`config.mk`:
```
export PLATFORM = sky130hd
export DESIGN_NAME = signed_dec_hex_integer_parser
export DESIGN_NICKNAME = d
export VERILOG_FILES = /design/src/hw/rtl/sdhp_pkg.sv /design/src/hw/rtl/sdhp_front.sv /design/src/hw/rtl/sdhp_back.sv /design/src/hw/rtl/signed_dec_hex_integer_parser.sv
export SDC_FILE = /design/constraint.sdc
export NUM_CORES = 1
export LEC_CHECK = 0
export ABC_AREA = 1
export BUFFER_PORTS_ARGS = -buffer_cell sky130_fd_sc_hd__buf_2
export CAP_MARGIN = 20
export CORE_MARGIN = 10
export CORE_UTILIZATION = 40
export CTS_BUF_LIST = sky130_fd_sc_hd__clkbuf_8
export CTS_CLUSTER_DIAMETER = 60
export CTS_CLUSTER_SIZE = 40
export DETAILED_ROUTE_END_ITERATION = 8
export PLACE_DENSITY_LB_ADDON = 0.12
export SLEW_MARGIN = 20
export SYNTH_ARGS = -nofsm -noshare
export SYNTH_HDL_FRONTEND = slang
export SYNTH_SLANG_ARGS = --single-unit
export TNS_END_PERCENT = 20
```
`constraint.sdc`:
```
create_clock -name i_clk -period 7.2 [get_ports i_clk]
set_input_delay 0.72 -clock i_clk [delete_from_list [all_inputs] [get_ports i_clk]]
set_output_delay 0.72 -clock i_clk [all_outputs]
set_load 0.05 [all_outputs]
```
`src/hw/rtl/sdhp_pkg.sv`:
```
// Shared types and constants for the signed decimal/hex integer parser.
// No dependencies; every other file of the block refers to this package by scoped names.
`default_nettype none

package sdhp_pkg;

    localparam int unsigned MAX_LEN_DEF = 255;

    // One character word on the input channel.
    typedef struct packed {
        logic [7:0] ch;
        logic       last;
    } t_in;

    // One result word on the output channel.
    typedef struct packed {
        logic               ok;
        logic signed [63:0] value;
        logic [7:0]         consumed;
        logic               overflow;
    } t_out;

    // Classified character, as queued between the front and back ends.
    typedef struct packed {
        logic       is_minus;
        logic       is_x;
        logic       is_zero;
        logic       is_dec;
        logic       is_hex;
        logic [3:0] digit;
        logic       last;
    } t_cls;

endpackage

`default_nettype wire

```
`src/hw/rtl/sdhp_front.sv`:
```
// Front end: accepts character words, classifies them and queues the class records.
// Depends on sdhp_pkg for the input word and class record types.
`default_nettype none

module sdhp_front (
    input  wire logic          i_clk,
    input  wire logic          i_rst_n,
    input  wire logic          i_in_valid,
    input  wire sdhp_pkg::t_in i_in_data,
    output logic               o_in_stall,
    output logic               o_cls_valid,
    output sdhp_pkg::t_cls     o_cls,
    input  wire logic          i_pop
);

    localparam int unsigned QDEPTH = 4;
    localparam int unsigned PW     = $clog2(QDEPTH);
    localparam int unsigned CW     = $clog2(QDEPTH + 1);

    localparam logic [7:0] CH_0     = 8'h30;
    localparam logic [7:0] CH_9     = 8'h39;
    localparam logic [7:0] CH_A     = 8'h41;
    localparam logic [7:0] CH_F     = 8'h46;
    localparam logic [7:0] CH_X     = 8'h78;
    localparam logic [7:0] CH_MINUS = 8'h2D;

    sdhp_pkg::t_cls r_q [QDEPTH];
    logic [PW-1:0]  r_wp;
    logic [PW-1:0]  r_rp;
    logic [CW-1:0]  r_cnt;
    logic [CW-1:0]  n_cnt;

    sdhp_pkg::t_cls w_cls;
    logic           w_push;
    logic           w_pop;
    logic           w_dec;
    logic           w_uhex;
    logic [7:0]     w_off;

    always_comb begin
        w_dec  = (i_in_data.ch >= CH_0) && (i_in_data.ch <= CH_9);
        w_uhex = (i_in_data.ch >= CH_A) && (i_in_data.ch <= CH_F);
        // Letters A-F map to 10-15.
        w_off  = w_dec ? (i_in_data.ch - CH_0) : (i_in_data.ch - CH_A + 8'd10);
        w_cls.is_minus = (i_in_data.ch == CH_MINUS);
        w_cls.is_x     = (i_in_data.ch == CH_X);
        w_cls.is_zero  = (i_in_data.ch == CH_0);
        w_cls.is_dec   = w_dec;
        w_cls.is_hex   = w_dec || w_uhex;
        w_cls.digit    = w_off[3:0];
        w_cls.last     = i_in_data.last;
    end

    assign o_in_stall  = (r_cnt == CW'(QDEPTH));
    assign w_push      = i_in_valid && !o_in_stall;
    assign o_cls_valid = (r_cnt != '0);
    assign w_pop       = i_pop && o_cls_valid;
    assign o_cls       = r_q[r_rp];

    always_comb begin
        n_cnt = r_cnt;
        if (w_push && !w_pop) begin
            n_cnt = r_cnt + 1'b1;
        end else if (!w_push && w_pop) begin
            n_cnt = r_cnt - 1'b1;
        end
    end

    always_ff @(posedge i_clk) begin
        if (!i_rst_n) begin
            r_wp  <= '0;
            r_rp  <= '0;
            r_cnt <= '0;
        end else begin
            if (w_push) begin
                r_wp <= r_wp + 1'b1;
            end
            if (w_pop) begin
                r_rp <= r_rp + 1'b1;
            end
            r_cnt <= n_cnt;
        end
    end

    always_ff @(posedge i_clk) begin
        if (w_push) begin
            r_q[r_wp] <= w_cls;
        end
    end

endmodule

`default_nettype wire

```
`src/hw/rtl/sdhp_back.sv`:
```
// Back end: parse state machine, magnitude and signed accumulators, result register.
// Depends on sdhp_pkg for the class record and result word types.
`default_nettype none

module sdhp_back #(
    parameter int unsigned MAX_LEN = sdhp_pkg::MAX_LEN_DEF
) (
    input  wire logic           i_clk,
    input  wire logic           i_rst_n,
    input  wire logic           i_cls_valid,
    input  wire sdhp_pkg::t_cls i_cls,
    output logic                o_pop,
    input  wire logic           i_out_stall,
    output logic                o_out_valid,
    output sdhp_pkg::t_out      o_out_data
);

    localparam int unsigned CW  = $clog2(MAX_LEN + 1);
    localparam int unsigned CWX = (CW > 8) ? CW : 8;

    typedef enum logic [2:0] {
        PH_START,
        PH_LEAD,
        PH_ZERO,
        PH_HEX0,
        PH_DEC,
        PH_HEX,
        PH_DONE
    } t_phase;

    t_phase         r_phase;
    t_phase         n_phase;
    logic [63:0]    r_acc;
    logic [63:0]    n_acc;
    logic [63:0]    r_sval;
    logic [63:0]    n_sval;
    logic           r_neg;
    logic           n_neg;
    logic [CW-1:0]  r_cnt;
    logic [CW-1:0]  n_cnt;
    logic           r_wrap;
    logic           n_wrap;
    logic           r_ov;
    sdhp_pkg::t_out r_out;
    sdhp_pkg::t_out n_out;

    logic           w_dig;
    logic           w_b16;
    logic           w_bump;
    logic           w_set_neg;
    logic           w_fin;
    logic           w_fin_ok;
    logic [67:0]    w_magx;
    logic [67:0]    w_dx;
    logic [67:0]    w_mac;
    logic [63:0]    w_sdig;
    logic [63:0]    w_smac;
    logic [CW-1:0]  w_cnt_inc;
    logic [CWX-1:0] w_cnt_ext;

    assign o_pop = i_cls_valid && (!r_ov || !i_out_stall);

    // Next phase and the actions of this character.
    always_comb begin
        n_phase   = r_phase;
        w_dig     = 1'b0;
        w_b16     = 1'b0;
        w_bump    = 1'b0;
        w_set_neg = 1'b0;
        w_fin     = 1'b0;
        w_fin_ok  = 1'b0;
        unique case (r_phase)
            PH_START, PH_LEAD: begin
                if (r_phase == PH_START && i_cls.is_minus) begin
                    w_set_neg = 1'b1;
                    w_bump    = 1'b1;
                    n_phase   = PH_LEAD;
                    w_fin     = i_cls.last;
                end else if (i_cls.is_dec) begin
                    w_dig    = 1'b1;
                    w_bump   = 1'b1;
                    n_phase  = i_cls.is_zero ? PH_ZERO : PH_DEC;
                    w_fin    = i_cls.last;
                    w_fin_ok = 1'b1;
                end else begin
                    w_fin   = 1'b1;
                    n_phase = PH_DONE;
                end
            end
            PH_ZERO, PH_DEC: begin
                if (r_phase == PH_ZERO && i_cls.is_x) begin
                    w_bump  = 1'b1;
                    n_phase = PH_HEX0;
                    w_fin   = i_cls.last;
                end else if (i_cls.is_dec) begin
                    w_dig    = 1'b1;
                    w_bump   = 1'b1;
                    n_phase  = PH_DEC;
                    w_fin    = i_cls.last;
                    w_fin_ok = 1'b1;
                end else begin
                    w_fin    = 1'b1;
                    w_fin_ok = 1'b1;
                    n_phase  = PH_DONE;
                end
            end
            PH_HEX0, PH_HEX: begin
                if (i_cls.is_hex) begin
                    w_dig    = 1'b1;
                    w_b16    = 1'b1;
                    w_bump   = 1'b1;
                    n_phase  = PH_HEX;
                    w_fin    = i_cls.last;
                    w_fin_ok = 1'b1;
                end else begin
                    w_fin    = 1'b1;
                    w_fin_ok = (r_phase == PH_HEX);
                    n_phase  = PH_DONE;
                end
            end
            PH_DONE: begin
                n_phase = PH_DONE;
            end
            default: begin
                n_phase = PH_START;
            end
        endcase
    end

    // Magnitude and signed value are kept side by side so that no negation
    // follows the multiply-add on the way to the result.
    always_comb begin
        w_magx = {4'b0000, r_acc};
        w_dx   = {64'd0, i_cls.digit};
        w_mac  = w_b16 ? ((w_magx << 4) + w_dx)
                       : ((w_magx << 3) + (w_magx << 1) + w_dx);
        w_sdig = r_neg ? (64'd0 - {60'd0, i_cls.digit}) : {60'd0, i_cls.digit};
        w_smac = w_b16 ? ((r_sval << 4) + w_sdig)
                       : ((r_sval << 3) + (r_sval << 1) + w_sdig);
        w_cnt_inc = (r_cnt < CW'(MAX_LEN)) ? (r_cnt + 1'b1) : r_cnt;

        n_acc  = w_dig ? w_mac[63:0] : r_acc;
        n_sval = w_dig ? w_smac : r_sval;
        n_wrap = r_wrap || (w_dig && (w_mac[67:64] != 4'd0));
        n_cnt  = w_bump ? w_cnt_inc : r_cnt;
        n_neg  = r_neg || w_set_neg;

        w_cnt_ext = CWX'(n_cnt);
        n_out.ok       = w_fin_ok;
        n_out.value    = w_fin_ok ? n_sval : 64'd0;
        n_out.consumed = !w_fin_ok ? 8'd0
                       : (w_cnt_ext > CWX'(255)) ? 8'hFF : w_cnt_ext[7:0];
        n_out.overflow = w_fin_ok && n_wrap;
    end

    always_ff @(posedge i_clk) begin
        if (!i_rst_n) begin
            r_phase <= PH_START;
            r_acc   <= '0;
            r_sval  <= '0;
            r_neg   <= 1'b0;
            r_cnt   <= '0;
            r_wrap  <= 1'b0;
            r_ov    <= 1'b0;
        end else begin
            if (o_pop) begin
                if (i_cls.last) begin
                    r_phase <= PH_START;
                    r_acc   <= '0;
                    r_sval  <= '0;
                    r_neg   <= 1'b0;
                    r_cnt   <= '0;
                    r_wrap  <= 1'b0;
                end else begin
                    r_phase <= n_phase;
                    r_acc   <= n_acc;
                    r_sval  <= n_sval;
                    r_neg   <= n_neg;
                    r_cnt   <= n_cnt;
                    r_wrap  <= n_wrap;
                end
            end
            if (o_pop && w_fin) begin
                r_ov  <= 1'b1;
                r_out <= n_out;
            end else if (!i_out_stall) begin
                r_ov <= 1'b0;
            end
        end
    end

    assign o_out_valid = r_ov;
    assign o_out_data  = r_out;

endmodule

`default_nettype wire

```
`src/hw/rtl/signed_dec_hex_integer_parser.sv`:
```
// Streaming signed decimal/hex integer parser: one character per cycle unless stalled.
// A deciding character passes through the queue, then the back end registers the result.
// Throughput: one character per cycle while no result is stalled, set by the back end's
// single multiply-add step; a four-entry queue absorbs up to four words while stalled.
// Reset (synchronous, active low) empties the queue, drops any pending result and
// returns the parser to the start of a string.
`default_nettype none

module signed_dec_hex_integer_parser #(
    parameter int unsigned MAX_LEN = sdhp_pkg::MAX_LEN_DEF
) (
    input  wire logic          i_clk,
    input  wire logic          i_rst_n,
    input  wire logic          i_in_valid,
    input  wire sdhp_pkg::t_in i_in_data,
    output logic               o_in_stall,
    output logic               o_out_valid,
    output sdhp_pkg::t_out     o_out_data,
    input  wire logic          i_out_stall
);

    logic           w_cls_valid;
    sdhp_pkg::t_cls w_cls;
    logic           w_pop;

    sdhp_front u_front (
        .i_clk       (i_clk),
        .i_rst_n     (i_rst_n),
        .i_in_valid  (i_in_valid),
        .i_in_data   (i_in_data),
        .o_in_stall  (o_in_stall),
        .o_cls_valid (w_cls_valid),
        .o_cls       (w_cls),
        .i_pop       (w_pop)
    );

    sdhp_back #(
        .MAX_LEN (MAX_LEN)
    ) u_back (
        .i_clk       (i_clk),
        .i_rst_n     (i_rst_n),
        .i_cls_valid (w_cls_valid),
        .i_cls       (w_cls),
        .o_pop       (w_pop),
        .i_out_stall (i_out_stall),
        .o_out_valid (o_out_valid),
        .o_out_data  (o_out_data)
    );

endmodule

`default_nettype wire

```
---- Yosys cells after proc, flatten, opt, wreduce, memory -nomap -nowiden ----
Memories as Yosys holds them, arrays and structs flattened. A register that Yosys moved wholly into a read port is not among the register bits.
Cells that the tools add are included.
storage, ports and cells
  register bits ........................... 223
  RAM bits ................................ 40
  input bits .............................. 13
  output and inout port bits .............. 76
  word-level logic and storage cells ...... 127
  memories kept ........................... 1
cells by class
  add/subtract/negate cells ............... 15
  $lt $le $gt $ge ......................... 6
  equality and inequality tests ........... 11
  multiplexer cells ....................... 49
  reductions and logical operators ........ 31
memories
  name         depth  width  rd ports  clocked after memory_dff  write ports  RTL line          text
  u_front.r_q  4      10     1         1                         1            sdhp_front.sv:27  sdhp_pkg::t_cls r_q [QDEPTH];
operator list
  kind                 number
  $mux 64              6
  $add 64x64->64       3
  $add 68x4->68        2
  $add 67x65->68       1
  $mux 68              1
  $mux 8               4
  $mux 1               21
  $mux 3               7
  $eq 8x6->1 const B   2
  $eq 3x3->1 const B   4
  $logic_and 1x1->1    12
  $pmux 1 s3           4
  $pmux 3 s4           1
  $add 8x1->8 const B  1
  $eq 8x7->1 const B   1
  $ge 8x6->1 const B   1
  $ge 8x7->1 const B   1
  $gt 8x8->1 const B   1
  $le 8x6->1 const B   1
  $le 8x7->1 const B   1
  $lt 8x8->1 const B   1
  $mux 2               4
  $sub 4x1->4 const B  2
  $eq 3x2->1 const B   2
  other kinds (16)     28

---- Logic depth before layout (Yosys ltp) ----
  depth after elaboration ................. 8
  mapped depth ............................ 29
  mapped depth without buffers ............ 28

---- Cells and area by module ----
Synthesis repeated with hierarchy kept, for this count alone.
second synthesis, totals
  cell total of the unflattened synthesis .. 5022
  area total of the unflattened synthesis .. 30056.3 µm²
modules (own cells, without submodules)
  module      instances  cells an instance  area an instance (µm²)  sequential area each (µm²)
  sdhp_back   1          4810               27821.7                 5064.9
  sdhp_front  1          212                2234.6                  1381.3

---- Least setup slack after synthesis ----
Ideal clock, no wire load.
  path type ............................... register -> register
  start ................................... reg with a tool-made name
  end ..................................... reg u_back.r_out, in the netlist u_back.o_out_data[39], data pin
  setup time .............................. 0.266 ns
  arrival ................................. 6.115 ns
  data required time ...................... 6.934 ns
  slack ................................... 0.819 ns
  stages on the path, launching flop included .. 24
  buffers on the path ..................... 2
  clock period less this slack ............ 6.381 ns
  path through ............................ dfxtp_1 > buf_6 > buf_4 > o21ai_0 > nand2_1 > ha_1 > nand3_1 > nand2_1 > inv_1 > fa_1 > ha_1 > nand3_1 > nand3_1 > nand2_1 > nand2_1 > nand2_1 > nand2_1 > nand2_1 > nand2_1 > or2_2 > nand3_1 > nand3_1 > nand2_1 > nor2_1
RTL lines
  element               RTL line          text
  end signal, assigned  sdhp_back.sv:185  r_out <= n_out;
  end, declared         sdhp_back.sv:44   sdhp_pkg::t_out r_out;

==> impl_metrics.ini <==
[final_layout]
layout_commonest_cell = nand2_1
fillerInstances = 8108
drive_gt1_share_pct = 4.93
mostFrequentLayoutCells = 1,575 x nand2_1, 764 x inv_1, 545 x nor2_1
final_area_um2 = 32000
final_nets = 5277
register_area_um2 = 6450
syn2layout_area_growth_pct = 7.45
multi_input_area_um2 = 19900

[synthesis]
mappedNetlistArea_um2 = 29800
ys_seq_elements = 265
synthFlopType = dfxtp_1
yosys_warnings = 0
synth-seq-area-share_pct = 21.6
synth_edf_count = 114
synth_cell_type_count = 56
syn_nets = 5229
postSynthCellCount = 4891
avgSynthCellArea_um2 = 6.09
synthArstFlopShare_pct = 0

[place]
finalWeightedCongestion = 0.983
hpwl_mm = 88.7
post-place-ws_ns = 1.25
port_buffers = 88
detailed_place.area_um2 = 31100

[setup_path]
end_kind = register
cp_max_fo = 49
rr_endpoint = u_back.o_out_data[26]$_SDFFCE_PN0P_
startpoint_type = register
required_ns = 7.60
arrival_ns = 6.37
reg2regPathDepth = 22
r2r_setup_slack_ns = 1.23
critical_path_class = register to register

[clock_network]
cts_buffers = 39
clock_latency_ns = 0.66
cts-root-buf = clkbuf_8
h-tree-depth = 2
tritoncts = yes
cts_num_sinks = 265
postCtsSetupBuffers = 0
cts_resized = 0
cts.clk_slew.worst_paths_ns = 0.10
clock_path_buffers = 3
hold_buffers = 0

[global_routing]
met1_usage_pct = 31.7
grt_pass1_vias = 29477
track_usage_pct = 25.0
grt_max_degree = 113
antenna_found_initial = 1
grt-ovfl-total = 0
grt_pass1_wl_mm = 169
gr-usage-met2_pct = 44.2
use_met3_pct = 2.66
gr-max-usage-layer = met2

[power_and_ir_drop]
pwr-share-comb_pct = 66.4
power-per-cell-area_nw_per_um2 = 381
clkPwrFrac_pct = 12.0
p_total_mw = 12.2
ir_drop_uv = 260
p_leak_nw = 16.5
p_int_mw = 5.21
switchingPower_mw = 6.97
sw_frac_of_total_pct = 57.2
seq_power_share_pct = 21.7

[drt]
drt-pass1-iter-count = 6
vias = 30718
drtIter0Drc = 2197
viasPerCell = 5.18
route.detailed.drc = 0
ant_nets = 0
post_drt_wl_per_cell_um = 18.6
wirelength_mm = 110

[hold_path]
min_path_type = primary input to register
min_from = i_in_data[0]
hold_path_depth = 1
whs_endpoint = u_front.r_q[0][0]$_DFFE_PP_

[floorplan]
die-area_um2 = 85800
row_count = 99
ios = 89
start_util_pct = 40.6
die_y_um = 293
core_area_um2 = 73300
die-width_um = 293

[flow_run]
cap_violations = 0

[sta]
rsz0062_at_grt = false
timing.hold.ws_ns = 0.281
maxSlewViolCount = 0
final-hold-violation-count = 0
finalCritPeriodShare_pct = 82.9
worst_slew_pin_slew_ns = 1.05
fin_skew_ns = 0.0340
relSlewSlack_pct = 30.1
tns_ns = 0
setup_ws_ns = 1.23
fmaxAchievable_ghz = 0.168
period_minus_slack_ns = 5.97
setup_violations = 0

[outcome]
status = finished, final reports clean
-- through the flow --
stage	std cells	utilization (%)
floorplan	4891	-
global placement	5856	42.4
detailed placement	5856	42.4
CTS	5928	43.6
global route	5930	43.6
finish	5930	43.6
-- state kept, by name, indices dropped and copies added, names as in the netlist, named ones only --
register and count:
u_front.r_cnt 3, u_back.o_out_data 74, u_back.r_phase 3, u_back.o_out_valid 1, u_back.r_sval 64, u_back.r_cnt 8, u_front.r_rp 2, u_back.r_acc 64
u_back.r_neg 1, u_front.r_wp 2, u_front.r_q 40, u_back.r_wrap 1
-- metal layers --
metal / up-vias / part of all wire [%]
li1: 15718 / -
met1: 14106 / 44
met2: 727 / 48
met3: 167 / 4.9
met4: 0 / 3.1
met5: - / 0
-- worst max-delay path by stage --
stage	from	to	slack, ns
final	register	u_back.o_out_data[26]$_SDFFCE_PN0P_	1.23
after global routing	register	u_back.o_out_data[50]$_SDFFCE_PN0P_	0.75
after CTS	register	u_back.o_out_data[50]$_SDFFCE_PN0P_	1.22
after detailed placement	register	u_back.o_out_data[50]$_SDFFCE_PN0P_	1.25
after global placement	register	u_back.o_out_data[26]$_SDFFCE_PN0P_	1.33
after floorplan	register	u_back.o_out_data[39]$_SDFFCE_PN0P_	0.82
-- final cells by class --
type                            count  share of cell area (%)
Antenna cell                        1                 0.00782
Clock buffer                       39                    1.68
Clock inverter                     33                    1.12
Inverter                          771                    9.06
Multi-Input combinational cell   3758                    62.3
Sequential cell                   265                    20.1
Tap cell                          959                    3.75
Timing Repair Buffer              104                    1.91
-- cell usage after synthesis (8+ instances only) --
library cell / count / area share, %
a21oi_1: 390 / 6.6
and2_1: 8 / 0.17
buf_6: 9 / 0.34
buf_2: 27 / 0.45
o21ai_0: 178 / 3.0
buf_4: 15 / 0.38
xor2_1: 40 / 1.2
a21o_1: 11 / 0.28
o211ai_1: 26 / 0.66
nor2_1: 546 / 6.9
dfxtp_1: 151 / 10
ha_1: 260 / 11
nand2_1: 1575 / 20
o21a_1: 9 / 0.23
inv_1: 762 / 9.6
o21ai_1: 30 / 0.50
nand3_1: 350 / 5.9
nand3b_1: 28 / 0.71
or2_1: 15 / 0.32
inv_2: 8 / 0.10
clkbuf_1: 39 / 0.49
nand4_1: 34 / 0.71
nor3_1: 49 / 0.82
edfxtp_1: 114 / 11
o21bai_1: 31 / 0.78
xnor2_1: 20 / 0.59
fa_1: 65 / 4.4
or2_2: 38 / 0.80
nor4_1: 8 / 0.17
-- logic make-up (layout without fill, tap and decap cells) --
| logic type | after synthesis | after routing | synth area share [%] |
|---|---|---|---|
| and+or+nand+nor | 2663 | 2663 | 36.6 |
| buffers and inverters | 868 | 947 | 11.6 |
| AOI/OAI and AO/OA | 710 | 710 | 13.1 |
| adders and majority gates | 325 | 325 | 15.3 |
| DFF | 265 | 265 | 21.6 |
| xor gates and xnor gates | 60 | 60 | 1.76 |
| other | 0 | 1 | 0 |
-- power by group through the flow --
| stage | Sequential (mW) | Clock (mW) | Combinational (mW) |
|---|---|---|---|
| 5_1_grt | 2.69 | 1.57 | 8.94 |
| 3_5_place_dp | 2.67 | 0 | 8.05 |
| 2_1_floorplan | 3.06 | 0 | 5.21 |
| 6_report | 2.64 | 1.46 | 8.09 |
| 3_3_place_gp | 2.67 | 0 | 7.99 |
| 4_1_cts | 2.64 | 1.51 | 8.08 |
-- critical path, cell delays in order, from the launching register on --
cell,delay (ns)
dfxtp_1,0.57
inv_2,0.37
nand2_1,0.09
nand3_1,0.08
nand2_1,0.14
ha_1,0.25
nand3_1,0.09
nand2_1,0.26
inv_4,0.69
buf_4,0.41
fa_1,0.47
ha_1,0.37
nand2_1,0.12
nor2_1,0.27
inv_1,0.07
nor3_1,0.36
nand2_1,0.13
nand2_1,0.16
a21oi_1,0.08
o21ai_0,0.19
o211ai_1,0.21
o21a_1,0.17
and2_1,0.14
Note: power is estimated with default switching activity, not from simulation.
